===== src/design/emb_pkg.sv =====
// Shared types, constants and register codes of the 5x5 RGB emboss filter.
// No dependencies.
package emb_pkg;

   localparam int MAX_LINE_WIDTH_DEF = 1024;
   localparam int MAX_ROWS_DEF       = 1024;

   localparam int GAIN_W   = 4;
   localparam int LEVEL_W  = 8;
   localparam int WIDTH_W  = 11;
   localparam int START_W  = 10;
   localparam int POS_W    = 10;

   localparam int CSR_ADDR_W = 5;
   localparam int CSR_DATA_W = 32;
   localparam int REG_IDX_W  = 3;

   localparam logic [REG_IDX_W-1:0] REG_GAIN         = 3'd0;
   localparam logic [REG_IDX_W-1:0] REG_BIAS         = 3'd1;
   localparam logic [REG_IDX_W-1:0] REG_CLAMP_LOW    = 3'd2;
   localparam logic [REG_IDX_W-1:0] REG_CLAMP_HIGH   = 3'd3;
   localparam logic [REG_IDX_W-1:0] REG_ACTIVE_WIDTH = 3'd4;
   localparam logic [REG_IDX_W-1:0] REG_START_COL    = 3'd5;

   localparam logic [GAIN_W-1:0]  GAIN_RST         = 4'd1;
   localparam logic [LEVEL_W-1:0] BIAS_RST         = 8'd128;
   localparam logic [LEVEL_W-1:0] CLAMP_LOW_RST    = 8'd16;
   localparam logic [LEVEL_W-1:0] CLAMP_HIGH_RST   = 8'd240;
   localparam logic [WIDTH_W-1:0] ACTIVE_WIDTH_RST = 11'd720;
   localparam logic [START_W-1:0] START_COL_RST    = 10'd0;

   // Arithmetic widths: row of four signed 8-bit terms, total of twenty,
   // gain times total plus bias.
   localparam int ROW_SUM_W = 11;
   localparam int TOTAL_W   = 14;
   localparam int SCALED_W  = 19;

   typedef struct packed {
      logic [LEVEL_W-1:0] red;
      logic [LEVEL_W-1:0] green;
      logic [LEVEL_W-1:0] blue;
   } pixel_type;

   // [row][col], row 0 oldest line, col 0 oldest column
   typedef pixel_type [4:0][4:0] window_type;
   // [3] is the line four back, [0] the previous line
   typedef pixel_type [3:0] line_word_type;

   typedef struct packed {
      logic [7:0] red_in;
      logic [7:0] green_in;
      logic [7:0] blue_in;
      logic       frame_start;
   } req_payload_type;

   typedef struct packed {
      logic [7:0]       red_out;
      logic [7:0]       green_out;
      logic [7:0]       blue_out;
      logic [POS_W-1:0] center_row;
      logic [POS_W-1:0] center_col;
   } rsp_payload_type;

   typedef struct packed {
      logic [GAIN_W-1:0]  gain;
      logic [LEVEL_W-1:0] bias;
      logic [LEVEL_W-1:0] clamp_low;
      logic [LEVEL_W-1:0] clamp_high;
      logic [WIDTH_W-1:0] active_width;
      logic [START_W-1:0] start_col;
   } cfg_type;

endpackage


===== src/design/emb_csr.sv =====
// APB-style register file of the emboss filter.
// Depends on emb_pkg.
module emb_csr
   import emb_pkg::*;
(
   input  logic                  clock,
   input  logic                  reset,
   input  logic                  csr_psel,
   input  logic                  csr_penable,
   input  logic                  csr_pwrite,
   input  logic [CSR_ADDR_W-1:0] csr_paddr,
   input  logic [CSR_DATA_W-1:0] csr_pwdata,
   output logic [CSR_DATA_W-1:0] csr_prdata,
   output logic                  csr_pready,
   output cfg_type               cfg
);

   cfg_type              cfg_ff;
   cfg_type              cfg_in;
   logic [REG_IDX_W-1:0] reg_idx;
   logic                 wr_strobe;

   assign reg_idx    = csr_paddr[CSR_ADDR_W-1:2];
   assign wr_strobe  = csr_psel && csr_penable && csr_pwrite;
   assign csr_pready = 1'b1;
   assign cfg        = cfg_ff;

   always_comb begin
      cfg_in = cfg_ff;
      if (wr_strobe) begin
         case (reg_idx)
            REG_GAIN:         cfg_in.gain         = csr_pwdata[GAIN_W-1:0];
            REG_BIAS:         cfg_in.bias         = csr_pwdata[LEVEL_W-1:0];
            REG_CLAMP_LOW:    cfg_in.clamp_low    = csr_pwdata[LEVEL_W-1:0];
            REG_CLAMP_HIGH:   cfg_in.clamp_high   = csr_pwdata[LEVEL_W-1:0];
            REG_ACTIVE_WIDTH: cfg_in.active_width = csr_pwdata[WIDTH_W-1:0];
            REG_START_COL:    cfg_in.start_col    = csr_pwdata[START_W-1:0];
            default:          cfg_in = cfg_ff;
         endcase
      end
   end

   always_ff @(posedge clock) begin
      if (reset) begin
         cfg_ff.gain         <= GAIN_RST;
         cfg_ff.bias         <= BIAS_RST;
         cfg_ff.clamp_low    <= CLAMP_LOW_RST;
         cfg_ff.clamp_high   <= CLAMP_HIGH_RST;
         cfg_ff.active_width <= ACTIVE_WIDTH_RST;
         cfg_ff.start_col    <= START_COL_RST;
      end else begin
         cfg_ff <= cfg_in;
      end
   end

   always_comb begin
      case (reg_idx)
         REG_GAIN:         csr_prdata = CSR_DATA_W'(cfg_ff.gain);
         REG_BIAS:         csr_prdata = CSR_DATA_W'(cfg_ff.bias);
         REG_CLAMP_LOW:    csr_prdata = CSR_DATA_W'(cfg_ff.clamp_low);
         REG_CLAMP_HIGH:   csr_prdata = CSR_DATA_W'(cfg_ff.clamp_high);
         REG_ACTIVE_WIDTH: csr_prdata = CSR_DATA_W'(cfg_ff.active_width);
         REG_START_COL:    csr_prdata = CSR_DATA_W'(cfg_ff.start_col);
         default:          csr_prdata = '0;
      endcase
   end

endmodule


===== config.mk =====
export PLATFORM = sky130hd
export DESIGN_NAME = emb_csr
export DESIGN_NICKNAME = d
export VERILOG_FILES = /design/src/design/emb_pkg.sv /design/src/design/emb_csr.sv
export SDC_FILE = /design/constraint.sdc
export NUM_CORES = 1
export LEC_CHECK = 0
export BUFFER_PORTS_ARGS = -buffer_cell sky130_fd_sc_hd__buf_2
export CORE_UTILIZATION = 50
export DETAILED_ROUTE_END_ITERATION = 12
export GPL_TIMING_DRIVEN = 0
export HOLD_SLACK_MARGIN = 0.08
export PLACE_DENSITY_LB_ADDON = 0.1
export SLEW_MARGIN = 20
export SYNTH_ARGS = -nofsm -noshare
export SYNTH_HDL_FRONTEND = slang
export SYNTH_SLANG_ARGS = --single-unit

===== constraint.sdc =====
create_clock -name clock -period 2.93 [get_ports clock]
set_input_delay 0.4395 -clock clock [delete_from_list [all_inputs] [get_ports clock]]
set_output_delay 0.4395 -clock clock [all_outputs]
set_load 0.05 [all_outputs]

Word-level counts from Yosys, hierarchy flattened. Cells that the tools add are included.

Add/subtract/negate cells: 0. Multipliers: 0. Div/mod/pow operators: 0. Magnitude comparators: 0. Eq/ne operators: 5. Shift-type cells: 0. Mux-type cells: 1. Bitwise operators: 0. Reduce and logical (&&, ||, !) cells: 9.

Operator list (number): 11-bit one-hot mux with 6 select lines (1); 2-bit AND reduction (6); 3-bit by 2-bit equality test with 1-bit output, second input constant (2); 3-bit equality test, second input constant (2); 3-bit by 1-bit equality test with 1-bit output, second input constant (1); 3-bit logical NOT (1); 1-bit logical AND (2).

Register bits after elaboration: 49. Bits in latches: 0. Memory bits (writable): 0. Bits in read-only memories: 0. Output and inout port bits: 82. Logic and storage cells: 21. Memories kept: 0.

Logic depth before layout (Yosys ltp).
Depth in word-level cells: 3. Gate-level depth with buffers: 5. Gate-level depth less buffers: 3.

Worst setup path after synthesis. No wires, ideal clock.

Kind: input to output. From: input csr_paddr[3]. To: output csr_prdata[2]. Data arrival time: 1997 ps. Slack: 494 ps. Cell stages on the path: 4. Cells stage by stage: buf_4 buf_2 mux2i_1 o21ai_0.

Word-level cells in the longest chain between the ends: 2. Elaborated cells on any way between the ends: 7.

Ends and longest elaborated chain: start: declaration (line emb_csr.sv:11) `input logic [CSR_ADDR_W-1:0] csr_paddr,`; 3-bit equality test, or another cell as far along (line emb_csr.sv:57) `case (reg_idx)`; 11-bit one-hot mux with 6 select lines * (line emb_csr.sv:57); end: declaration (line emb_csr.sv:13) `output logic [CSR_DATA_W-1:0] csr_prdata,`.

Mark *: on every way between the ends. The rest lies on a longest branch, timed or not.

Worst setup path in the final report.
From: input csr_paddr[2]. To: output csr_prdata[0].

The elaborated chain is that of the path after synthesis.

==> impl_metrics.toml <==
[worst_setup_path]
cp_top_family = "buffers and inverters"
path_cells = "buf_2 > buf_4 > buf_2 > mux2i_1 > o221ai_1 > buf_2"
worstPathArrival_ns = 1.72
start_kind = "primary input"
critical_path_required_ns = 2.49
cpPeakStageDelay_ns = 0.35
worstSetupEndpointType = "output pin"
critPathBufInv = 4
slowest_stage = "buf_2"
critPathMaxFanout = 10
path_class = "in -> out"
regToRegStartpoint = "cfg[22]$_SDFFE_PP0P_"
crit_start = "csr_paddr[2]"
cpMostUsedCell = "buf_2"

[global_route]
grt_max_degree = 17
grt_overflow_total = 0
antenna_found_initial = 0
grt_pass1_vias = 2084
grt_pass1_wl_um = 10500
grt_usage_pct = 25.6

[synth]
avgSynthCellArea_um2 = 9.14
synth_top_family_by_area = "simple AND/OR/NAND/NOR gates"
ys_seq_area_share_pct = 36.9
synth-simple-area-share_pct = 21.0
muxShareOfSynthArea_pct = 20.1
synth_fa_ha_area_share_pct = 0
ys_ff_latch = 49
yosys_warnings = 0
netlist_area_um2 = 2660
synth_compound_area_share_pct = 11.1
synth_cell_types = 33
synth_xor_area_share_pct = 0
synthCells = 291

[cells_and_area]
drive_gt1_share_pct = 32.6
final_common_cell = "buf_2"
largest_reg_flops = 49
diodes = 0
final_nets = 437
area_growth_pct = 24.8
final_cell_mix = "buf_2 (86), mux2i_1 (50), dfxtp_1 (49)"
postLayoutCellArea_um2 = 3320

[timing]
setup_viol = 0
skew_ns = 0
period_needed_ns = 2.16
timing_hold_violations_final = 0
fmax_mhz = 462
max_slew.worst_pin.slew_ns = 0.542
rsz0062_at_grt = "no"
drv_slew = 0
period_share_pct = 73.8
max-slew-margin-rel_pct = 63.9
fin_tns_setup_ns = 0

[placed_design]
dpl_cell_area_um2 = 3210
place_congestion = 0.793
place_hpwl_um = 5030
port_buffers = 77

[flow_run]
cap_violations = 0

[clock_network]
cts-resized-gates = 0
postCtsSetupRepairBufs = 0
max-clock-path-buffers = 2
clock_sinks = 49
cts_made_buffers = 5
insertion_delay_ns = 0.30
cts.clk_slew.worst_paths_ns = 0.10
cts_root_buffer = "clkbuf_8"
cts_max_level = 2
cts_tree = "done"
ctsHoldBuffers = 0

[detailed_routing]
drt_first_pass_iters = 4
wire_per_inst_um = 15.0
highest_layer = "met4"
wl_met3_um = 352
final_antenna_net_count = 0
drt-met1-wl_um = 3220
drc = 0
vias = 2362
routed_via_density = 5.07
dr_wl_met2_um = 3300
drt-initial-drc-count = 198
routed_wl_um = 7000

[power]
cellPowerDensity_nw_per_um2 = 434
peakVddDrop_v = 0.000281
p_leak_nw = 1.64

[hold_path]
hold_class = "in -> reg"
min_from = "csr_pwdata[2]"

[status]
status = "complete, no violations"

[die]
num_rows = 26
io_pins = 124
die_h_um = 74.9
die_width_um = 74.9
dieArea_um2 = 5620
start_util_pct = 52.1
core-area_um2 = 5110
-- stage by stage --
stage / util, % / total power, mW / worst slack, ns / hold WS [ns] / cells
2_1_floorplan: - / 0.896 / 0.494 / 0.587 / 311
3_3_place_gp: 62.8 / 0.954 / 0.764 / 0.472 / 458
3_5_place_dp: 62.8 / 0.954 / 0.766 / 0.478 / 458
4_1_cts: 65.0 / 1.44 / 0.766 / 0.387 / 466
5_1_grt: 65.0 / 1.48 / 0.697 / 0.389 / 466
6_report: 65.0 / 1.44 / 0.767 / 0.385 / 466
-- Yosys cell counts --
master    instances  share of area [%]
nand2_1           1               0.14
nor2_1           25                3.5
a211oi_1          1               0.28
nand2b_4          1               0.52
nand2b_1         33                7.8
buf_6             1               0.42
nor2b_1          11                2.6
nor3_1            1               0.19
and3_1            1               0.24
a221oi_1          3               0.99
o32a_1            2               0.75
buf_2             9                1.7
nand4b_4          1               0.89
or3_1             4               0.94
conb_1            2               0.28
o21ai_0          30                5.6
or2_1             1               0.24
nand3_1           7                1.3
mux2i_1          50                 19
a21o_1            1               0.28
or2_2             1               0.24
o21a_1            3               0.85
clkbuf_1          8                1.1
buf_4            26                7.3
nand4_4           1               0.80
and4b_1           1               0.38
nand4b_1          1               0.33
dfxtp_1          49                 37
nand3_4           1               0.66
o221ai_1          2               0.66
nor3b_1           1               0.28
mux2_2            3                1.3
a21oi_1           9                1.7
-- per-layer routing --
layer	up-vias	track usage [%]
met5	-	0
met4	0	9.01
met2	78	43.1
li1	1170	-
met3	14	4.69
met1	1100	32.9
-- worst reg2reg max path: cells and delay by family (launching register included) --
| kind | cells | cell delay (ns) |
|---|---|---|
| flops | 1 | 0.35 |
| simple gates | 1 | 0.14 |
| compound gates | 2 | 0.18 |
-- final timing paths --
check,endpoint,slack [ns],depth (start not counted)
worst max-delay path,csr_prdata[0],0.77,6
worst min-delay path,cfg[39]$_SDFFE_PP0P_,0.38,3
worst max register to register,cfg[22]$_SDFFE_PP0P_,2.15,3
worst min register to register,cfg[9]$_SDFFE_PP0P_,0.49,2
-- cell families after synthesis --
kind of cell / count (synthesis)
compound gates: 51
buf+inv: 44
flops: 49
mux: 53
other cells: 2
simple gates: 92
-- final cells by class --
cell class / instances / area [um2]
clock inverters: 3 / 43.8
multi-input cells: 218 / 1470
flip-flops and latches: 49 / 981
plain buffers: 44 / 282
clock buffers: 5 / 68.8
repair buffers: 77 / 385
well taps: 70 / 87.6
fillers: 486 / 1790
-- report_power, final --
group          switching, mW  internal, mW
combinational          0.189        0.0779
clock                  0.243         0.256
sequential           0.00363         0.670
total                  0.436          1.00
No activity file was read; power rests on OpenSTA's default activity.
