===== src/design/emb_pkg.sv =====
// Shared types, constants and register codes of the 5x5 RGB emboss filter.
// No dependencies.
package emb_pkg;

   localparam int MAX_LINE_WIDTH_DEF = 1024;
   localparam int MAX_ROWS_DEF       = 1024;

   localparam int GAIN_W   = 4;
   localparam int LEVEL_W  = 8;
   localparam int WIDTH_W  = 11;
   localparam int START_W  = 10;
   localparam int POS_W    = 10;

   localparam int CSR_ADDR_W = 5;
   localparam int CSR_DATA_W = 32;
   localparam int REG_IDX_W  = 3;

   localparam logic [REG_IDX_W-1:0] REG_GAIN         = 3'd0;
   localparam logic [REG_IDX_W-1:0] REG_BIAS         = 3'd1;
   localparam logic [REG_IDX_W-1:0] REG_CLAMP_LOW    = 3'd2;
   localparam logic [REG_IDX_W-1:0] REG_CLAMP_HIGH   = 3'd3;
   localparam logic [REG_IDX_W-1:0] REG_ACTIVE_WIDTH = 3'd4;
   localparam logic [REG_IDX_W-1:0] REG_START_COL    = 3'd5;

   localparam logic [GAIN_W-1:0]  GAIN_RST         = 4'd1;
   localparam logic [LEVEL_W-1:0] BIAS_RST         = 8'd128;
   localparam logic [LEVEL_W-1:0] CLAMP_LOW_RST    = 8'd16;
   localparam logic [LEVEL_W-1:0] CLAMP_HIGH_RST   = 8'd240;
   localparam logic [WIDTH_W-1:0] ACTIVE_WIDTH_RST = 11'd720;
   localparam logic [START_W-1:0] START_COL_RST    = 10'd0;

   // Arithmetic widths: row of four signed 8-bit terms, total of twenty,
   // gain times total plus bias.
   localparam int ROW_SUM_W = 11;
   localparam int TOTAL_W   = 14;
   localparam int SCALED_W  = 19;

   typedef struct packed {
      logic [LEVEL_W-1:0] red;
      logic [LEVEL_W-1:0] green;
      logic [LEVEL_W-1:0] blue;
   } pixel_type;

   // [row][col], row 0 oldest line, col 0 oldest column
   typedef pixel_type [4:0][4:0] window_type;
   // [3] is the line four back, [0] the previous line
   typedef pixel_type [3:0] line_word_type;

   typedef struct packed {
      logic [7:0] red_in;
      logic [7:0] green_in;
      logic [7:0] blue_in;
      logic       frame_start;
   } req_payload_type;

   typedef struct packed {
      logic [7:0]       red_out;
      logic [7:0]       green_out;
      logic [7:0]       blue_out;
      logic [POS_W-1:0] center_row;
      logic [POS_W-1:0] center_col;
   } rsp_payload_type;

   typedef struct packed {
      logic [GAIN_W-1:0]  gain;
      logic [LEVEL_W-1:0] bias;
      logic [LEVEL_W-1:0] clamp_low;
      logic [LEVEL_W-1:0] clamp_high;
      logic [WIDTH_W-1:0] active_width;
      logic [START_W-1:0] start_col;
   } cfg_type;

endpackage


===== src/design/emb_kernel.sv =====
// Emboss arithmetic: row sums, window total, gain/bias/clamp, result register.
// Depends on emb_pkg.
module emb_kernel
   import emb_pkg::*;
(
   input  logic             clock,
   input  logic             reset,
   input  logic             advance,
   input  logic             in_valid,
   input  logic [POS_W-1:0] in_row,
   input  logic [POS_W-1:0] in_col,
   input  window_type       window,
   input  cfg_type          cfg,
   output logic             out_valid,
   output rsp_payload_type  out_payload
);

   // stage A: per-row signed sums
   logic signed [ROW_SUM_W-1:0] row_sum_in [3][5];
   logic signed [ROW_SUM_W-1:0] row_sum_ff [3][5];
   logic                        a_valid_ff;
   logic [POS_W-1:0]            a_row_ff;
   logic [POS_W-1:0]            a_col_ff;

   // stage B: window total per channel
   logic signed [TOTAL_W-1:0]   total_in [3];
   logic signed [TOTAL_W-1:0]   total_ff [3];
   logic                        b_valid_ff;
   logic [POS_W-1:0]            b_row_ff;
   logic [POS_W-1:0]            b_col_ff;

   // stage C: scaled and clamped
   logic [LEVEL_W-1:0]          level_in [3];
   logic                        out_valid_ff;
   rsp_payload_type             out_payload_ff;

   function automatic logic [LEVEL_W-1:0] chan(input pixel_type p, input int ch);
      logic [LEVEL_W-1:0] v;
      case (ch)
         0:       v = p.red;
         1:       v = p.green;
         default: v = p.blue;
      endcase
      return v;
   endfunction

   // -1 above the anti-diagonal, +1 below, 0 on it
   always_comb begin
      for (int ch = 0; ch < 3; ch++) begin
         for (int i = 0; i < 5; i++) begin
            logic signed [ROW_SUM_W-1:0] acc;
            logic signed [ROW_SUM_W-1:0] term;
            acc = '0;
            for (int j = 0; j < 5; j++) begin
               term = $signed(ROW_SUM_W'(chan(window[i][j], ch)));
               if (i + j < 4) begin
                  acc = acc - term;
               end else if (i + j > 4) begin
                  acc = acc + term;
               end
            end
            row_sum_in[ch][i] = acc;
         end
      end
   end

   always_comb begin
      for (int ch = 0; ch < 3; ch++) begin
         logic signed [TOTAL_W-1:0] acc;
         acc = '0;
         for (int i = 0; i < 5; i++) begin
            acc = acc + TOTAL_W'(row_sum_ff[ch][i]);
         end
         total_in[ch] = acc;
      end
   end

   always_comb begin
      for (int ch = 0; ch < 3; ch++) begin
         logic signed [SCALED_W-1:0] scaled;
         logic signed [SCALED_W-1:0] lo;
         logic signed [SCALED_W-1:0] hi;
         scaled = SCALED_W'($signed({1'b0, cfg.gain})) * SCALED_W'(total_ff[ch])
                + SCALED_W'($signed({1'b0, cfg.bias}));
         lo = SCALED_W'($signed({1'b0, cfg.clamp_low}));
         hi = SCALED_W'($signed({1'b0, cfg.clamp_high}));
         if (scaled < lo) begin
            level_in[ch] = cfg.clamp_low;
         end else if (scaled > hi) begin
            level_in[ch] = cfg.clamp_high;
         end else begin
            level_in[ch] = scaled[LEVEL_W-1:0];
         end
      end
   end

   always_ff @(posedge clock) begin
      if (reset) begin
         a_valid_ff   <= 1'b0;
         b_valid_ff   <= 1'b0;
         out_valid_ff <= 1'b0;
      end else if (advance) begin
         a_valid_ff   <= in_valid;
         b_valid_ff   <= a_valid_ff;
         out_valid_ff <= b_valid_ff;
      end
   end

   always_ff @(posedge clock) begin
      if (advance) begin
         row_sum_ff <= row_sum_in;
         a_row_ff   <= in_row;
         a_col_ff   <= in_col;
         total_ff   <= total_in;
         b_row_ff   <= a_row_ff;
         b_col_ff   <= a_col_ff;
         out_payload_ff.red_out    <= level_in[0];
         out_payload_ff.green_out  <= level_in[1];
         out_payload_ff.blue_out   <= level_in[2];
         out_payload_ff.center_row <= b_row_ff;
         out_payload_ff.center_col <= b_col_ff;
      end
   end

   assign out_valid   = out_valid_ff;
   assign out_payload = out_payload_ff;

endmodule


===== config.mk =====
export PLATFORM = sky130hd
export DESIGN_NAME = emb_kernel
export DESIGN_NICKNAME = d
export VERILOG_FILES = /design/src/design/emb_pkg.sv /design/src/design/emb_kernel.sv
export SDC_FILE = /design/constraint.sdc
export NUM_CORES = 2
export LEC_CHECK = 0
export ABC_AREA = 1
export BUFFER_PORTS_ARGS = -buffer_cell sky130_fd_sc_hd__buf_2
export CORE_AREA = 2 2 280 282
export DETAILED_ROUTE_END_ITERATION = 6
export DIE_AREA = 0 0 282 284
export GPL_ROUTABILITY_DRIVEN = 0
export PLACE_DENSITY = 0.69
export SYNTH_ARGS = -nofsm -noshare
export SYNTH_HDL_FRONTEND = slang
export SYNTH_SLANG_ARGS = --single-unit

===== constraint.sdc =====
create_clock -name clock -period 7.2 [get_ports clock]
set_input_delay 0.72 -clock clock [delete_from_list [all_inputs] [get_ports clock]]
set_output_delay 0.72 -clock clock [all_outputs]
set_load 0.005 [all_outputs]

# ---- After elaboration in Yosys (flattened, before gate mapping)
# Cells that the tools add are included.
dict set report totals {
  ff_bits 294
  input_bits 673
  out_inout_bits 45
}
dict set report classes {
  n_addsub 72
  multipliers 3
  magnitude_cmp 6
  n_mux 6
}
# op n
set op_table {}
lappend op_table {{$sub A1 B8 Y9 const A} 12}
lappend op_table {{$add A11 B9 Y11} 9}
lappend op_table {{$sub A9 B9 Y10} 9}
lappend op_table {{$add A10 B9 Y11} 6}
lappend op_table {{$sub A10 B9 Y11} 6}
lappend op_table {{$add A19 B9 Y19} 3}
lappend op_table {{$gt A19 B9 Y1} 3}
lappend op_table {{$lt A19 B9 Y1} 3}
lappend op_table {{$mul A5 B14 Y19} 3}
lappend op_table {{$mux W8} 6}
lappend op_table {{$add A13 B11 Y14} 3}
lappend op_table {{$add A14 B11 Y14} 3}
lappend op_table {{$add A12 B11 Y13} 3}
lappend op_table {{$add A11 B11 Y12} 3}
lappend op_table {{$add A10 B8 Y11} 3}
lappend op_table {{$sub A11 B9 Y11} 3}
lappend op_table {{$add A9 B8 Y10} 3}
lappend op_table {{$add A9 B9 Y10} 3}
lappend op_table {{$add A8 B8 Y9} 3}

# ---- Depth between registers and ports, before layout
dict set report depth {
  word_depth 5
  depth_mapped 30
  ltp_nobuf 28
}

# ---- Worst setup path after synthesis
# OpenSTA, ideal clock, no wires.
dict set report synth_path {
  path_kind {in2reg}
  from {input port cfg[46] (netlist name)}
  to {register out_payload_ff, in the netlist out_payload[28] (data pin)}
  t_arrival_ps 4969
  required_ps 6947
  path_slack_ps 1978
  cell_stages 27
  cell_sequence {clkbuf_1 clkbuf_1 nand2_1 fa_1 inv_1 ha_1 fa_1 inv_1 fa_1 inv_1 nand3_1 nand2_2 xor2_1 ha_1 a21o_1 nor2_1 nand2_1 nand2_1 nand2_1 nand2_1 nand3_1 nor2_1 nand3_2 nand2_2 nand2_1 nand3_1 nand2_1}
}
# element line
set synth_rtl {}
lappend synth_rtl {{start, declared} emb_kernel.sv:13} ;# input cfg_type cfg,
lappend synth_rtl {{end, declared} emb_kernel.sv:35} ;# rsp_payload_type out_payload_ff;

==> impl_metrics.json <==
{
  "synth.largest_area_cell": "sky130_fd_sc_hd__fa_1",
  "slew_headroom_pct": 33.4,
  "worst-setup-path-type": "in -> reg",
  "synth-edff-count": 288,
  "post-route-drc-count": 0,
  "rrSetupSlack_ps": 1980,
  "largest_fanout_on_the_critical_path": 42,
  "clk_root_buffer_cell": "sky130_fd_sc_hd__clkbuf_16",
  "tritoncts": "done",
  "cts_hold_buf": 0,
  "design_area_um2": 40800,
  "synthesis.yosys.warnings": 0,
  "most-common-layout-cells": "1,104 x sky130_fd_sc_hd__inv_1, 681 x sky130_fd_sc_hd__nand2_1, 575 x sky130_fd_sc_hd__buf_2",
  "total_number_of_nets_in_the_final_design": 6004,
  "synth_sequential_area_ratio_pct": 24.6,
  "synthArstFlopShare_pct": 0,
  "drive_above_1_share_pct": 15.5,
  "hold_start": "in_col[8]",
  "synthTopCellsByArea": "sky130_fd_sc_hd__fa_1 25%, sky130_fd_sc_hd__edfxtp_1 24%, sky130_fd_sc_hd__ha_1 14%",
  "antenna_left": 0,
  "rr_startpoint": "total_ff[2]$_DFFE_PP_",
  "globalRouteTotalUtil_pct": 20.5,
  "routed-via-count": 25754,
  "numClockSinks": 291,
  "globalRoute.totalOverflow": 0,
  "number_of_slew_limit_violations_in_the_final_report": 0,
  "total_detailed_routing_wirelength_um": 80700,
  "fp-row-count": 102,
  "worst_skew_pair.late_latency_ps": 550,
  "reg2regPathDepth": 26,
  "maximum_number_of_pins_on_one_net_before_global_route_repair": 138,
  "max_slew.worst_pin.slew_ps": 988,
  "final_core_utilization_pct": 53.0,
  "syn_area_per_cell_um2": 9.10,
  "whs_ps": 346,
  "hold-path-endpoint": "a_col_ff[8]$_DFFE_PP_",
  "die-area_um2": 80100,
  "period_needed_ps": 5610,
  "max_freq_mhz": 178,
  "grt_antenna_before_repair": 17,
  "rsz0062_at_grt": "no",
  "min_path_cells": 1,
  "layout-area-overhead-vs-synth_pct": 15.2,
  "synth.lib_cells_used.distinct": 50,
  "yosys_register_bits": 291,
  "io-pin-count": 718,
  "design.core.area_um2": 77000,
  "final_hold_viol_count": 0,
  "cp_data_arrival_time_ps": 5900,
  "status": "finished clean",
  "timing.final.crit_share_pct": 77.9,
  "timing.max_cap.violations": 0,
  "syn-cell-area_um2": 35400,
  "first_global_vias": 25776,
  "grt_first_pass_wirelength_um": 130000,
  "drt_first_iter_violations": 1375,
  "initial_core_util_pct": 46.0,
  "detail_route.wl_per_cell_um": 14.5,
  "most_common_cell_after_layout_fill_and_taps_aside": "sky130_fd_sc_hd__inv_1",
  "setup_viol": 0,
  "synth_nets": 5406,
  "worstPathRequired_ps": 7500,
  "ctsResizeCount": 0,
  "start_kind": "input pin",
  "endpoint_kind": "register",
  "first_pass_iters": 5,
  "cts-buffers-inserted": 37,
  "via_per_inst": 4.63,
  "cts_setup_buffers": 0,
  "synth_ff_type": "sky130_fd_sc_hd__edfxtp_1",
  "reg2reg_to": "out_payload[25]$_DFFE_PP_",
  "tns_ps": 0,
  "hpwl_um": 70500,
  "cts-htree-levels": 2,
  "cts.clk_slew.worst_paths_ps": 60,
  "clock_tree.buffer_depth": 3,
  "netlist.area_leader.share_pct": 25.3,
  "worst_min_path_class": "in -> reg",
  "floorplan.die.height_um": 284,
  "skew_ps": 16.4,
  "chipWidth_um": 282,
  "port-buffer-count": 576,
  "num-fill-cells": 6997,
  "post_dp_cell_area_um2": 39500,
  "cell_count_after_synthesis": 3887
}
## cell usage after synthesis (all sizes together) (3+ instances only)
cell type	n
nand3	120
o21ai	60
nand2	704
xnor2	73
xor2	171
a21boi	3
a21oi	183
o31ai	5
o2111ai	4
o21bai	12
nor2	152
inv	1113
ha	399
dfxtp	3
clkbuf	20
and2	7
edfxtp	288
fa	447
nor3	32
a31oi	6
nand4	19
nand3b	24
nor3b	9
a21o	19
## metrics by stage
| step | setup WS (ps) | cells |
|---|---|---|
| final | 1590 | 5562 |
| after global routing | 1220 | 5557 |
| after CTS | 1650 | 5553 |
| after detailed placement | 1080 | 5486 |
| after global placement | 1280 | 5486 |
| after floorplan | 1980 | 3887 |
## layout make-up
| class | count | area, um2 | area share, % |
|---|---|---|---|
| Clock buffer | 44 | 983 | 2.41 |
| Timing Repair Buffer | 580 | 2940 | 7.20 |
| Tap cell | 1040 | 1300 | 3.19 |
| Clock inverter | 23 | 214 | 0.525 |
| Multi-Input combinational cell | 2460 | 22400 | 55.0 |
| Antenna cell | 9 | 22.5 | 0.0553 |
| Sequential cell | 291 | 8710 | 21.4 |
| Inverter | 1115 | 4200 | 10.3 |
## worst max-delay path, stage by stage
cell and delay, ps:
sky130_fd_sc_hd__buf_2 680, sky130_fd_sc_hd__nand2_1 170, sky130_fd_sc_hd__fa_1 540, sky130_fd_sc_hd__inv_1 40, sky130_fd_sc_hd__ha_1 310, sky130_fd_sc_hd__fa_1 570
sky130_fd_sc_hd__inv_1 70, sky130_fd_sc_hd__fa_1 450, sky130_fd_sc_hd__inv_1 160, sky130_fd_sc_hd__nand3_1 110, sky130_fd_sc_hd__nand2_1 120, sky130_fd_sc_hd__xor2_1 380
sky130_fd_sc_hd__ha_1 330, sky130_fd_sc_hd__nand2_1 80, sky130_fd_sc_hd__inv_1 40, sky130_fd_sc_hd__a21oi_1 150, sky130_fd_sc_hd__nand3_1 90, sky130_fd_sc_hd__nand2_1 60
sky130_fd_sc_hd__nand2_1 50, sky130_fd_sc_hd__nand2_1 60, sky130_fd_sc_hd__nand2_1 60, sky130_fd_sc_hd__nor2_2 140, sky130_fd_sc_hd__nand3_4 160, sky130_fd_sc_hd__nand2_4 140
sky130_fd_sc_hd__nand2_1 60, sky130_fd_sc_hd__nand3_1 80, sky130_fd_sc_hd__nand2_1 60
## worst max-delay path by stage
stage,start,endpoint,depth (start not counted)
detailed placement,cfg[46],out_payload[25]$_DFFE_PP_,27
global placement,cfg[46],out_payload[25]$_DFFE_PP_,27
finish,cfg[46],out_payload[25]$_DFFE_PP_,27
CTS,cfg[46],out_payload[25]$_DFFE_PP_,27
floorplan,cfg[46],out_payload[28]$_DFFE_PP_,27
global route,cfg[46],out_payload[25]$_DFFE_PP_,27
## metal layers
| metal | GRT usage [%] | wire, um | up-vias |
|---|---|---|---|
| met5 | 0 | 58 | - |
| met4 | 4.93 | 1720 | 10 |
| met3 | 3.87 | 5130 | 116 |
| met2 | 33.0 | 37000 | 586 |
| met1 | 28.7 | 36800 | 11984 |
| li1 | - | - | 13058 |
## sequential cells by signal, summed over array words and instances, names as in the netlist
register,count
total_ff,42
row_sum_ff,162
out_payload,44
a_valid_ff,1
a_col_ff,10
b_col_ff,10
a_row_ff,10
out_valid,1
b_row_ff,10
b_valid_ff,1
## logic make-up after synthesis
family	count (synthesis)	synth area share (%)
flip-flops	291	24.6
AO/OA/AOI/OAI	298	4.69
AND/OR/NAND/NOR	1072	13.0
adder cells (fa/ha/maj)	846	39.4
buffers and inverters	1136	12.1
XOR/XNOR	244	6.19
Power is not shown: default switching activity piles up to over one toggle a cycle in this logic, so the estimate is an artifact.
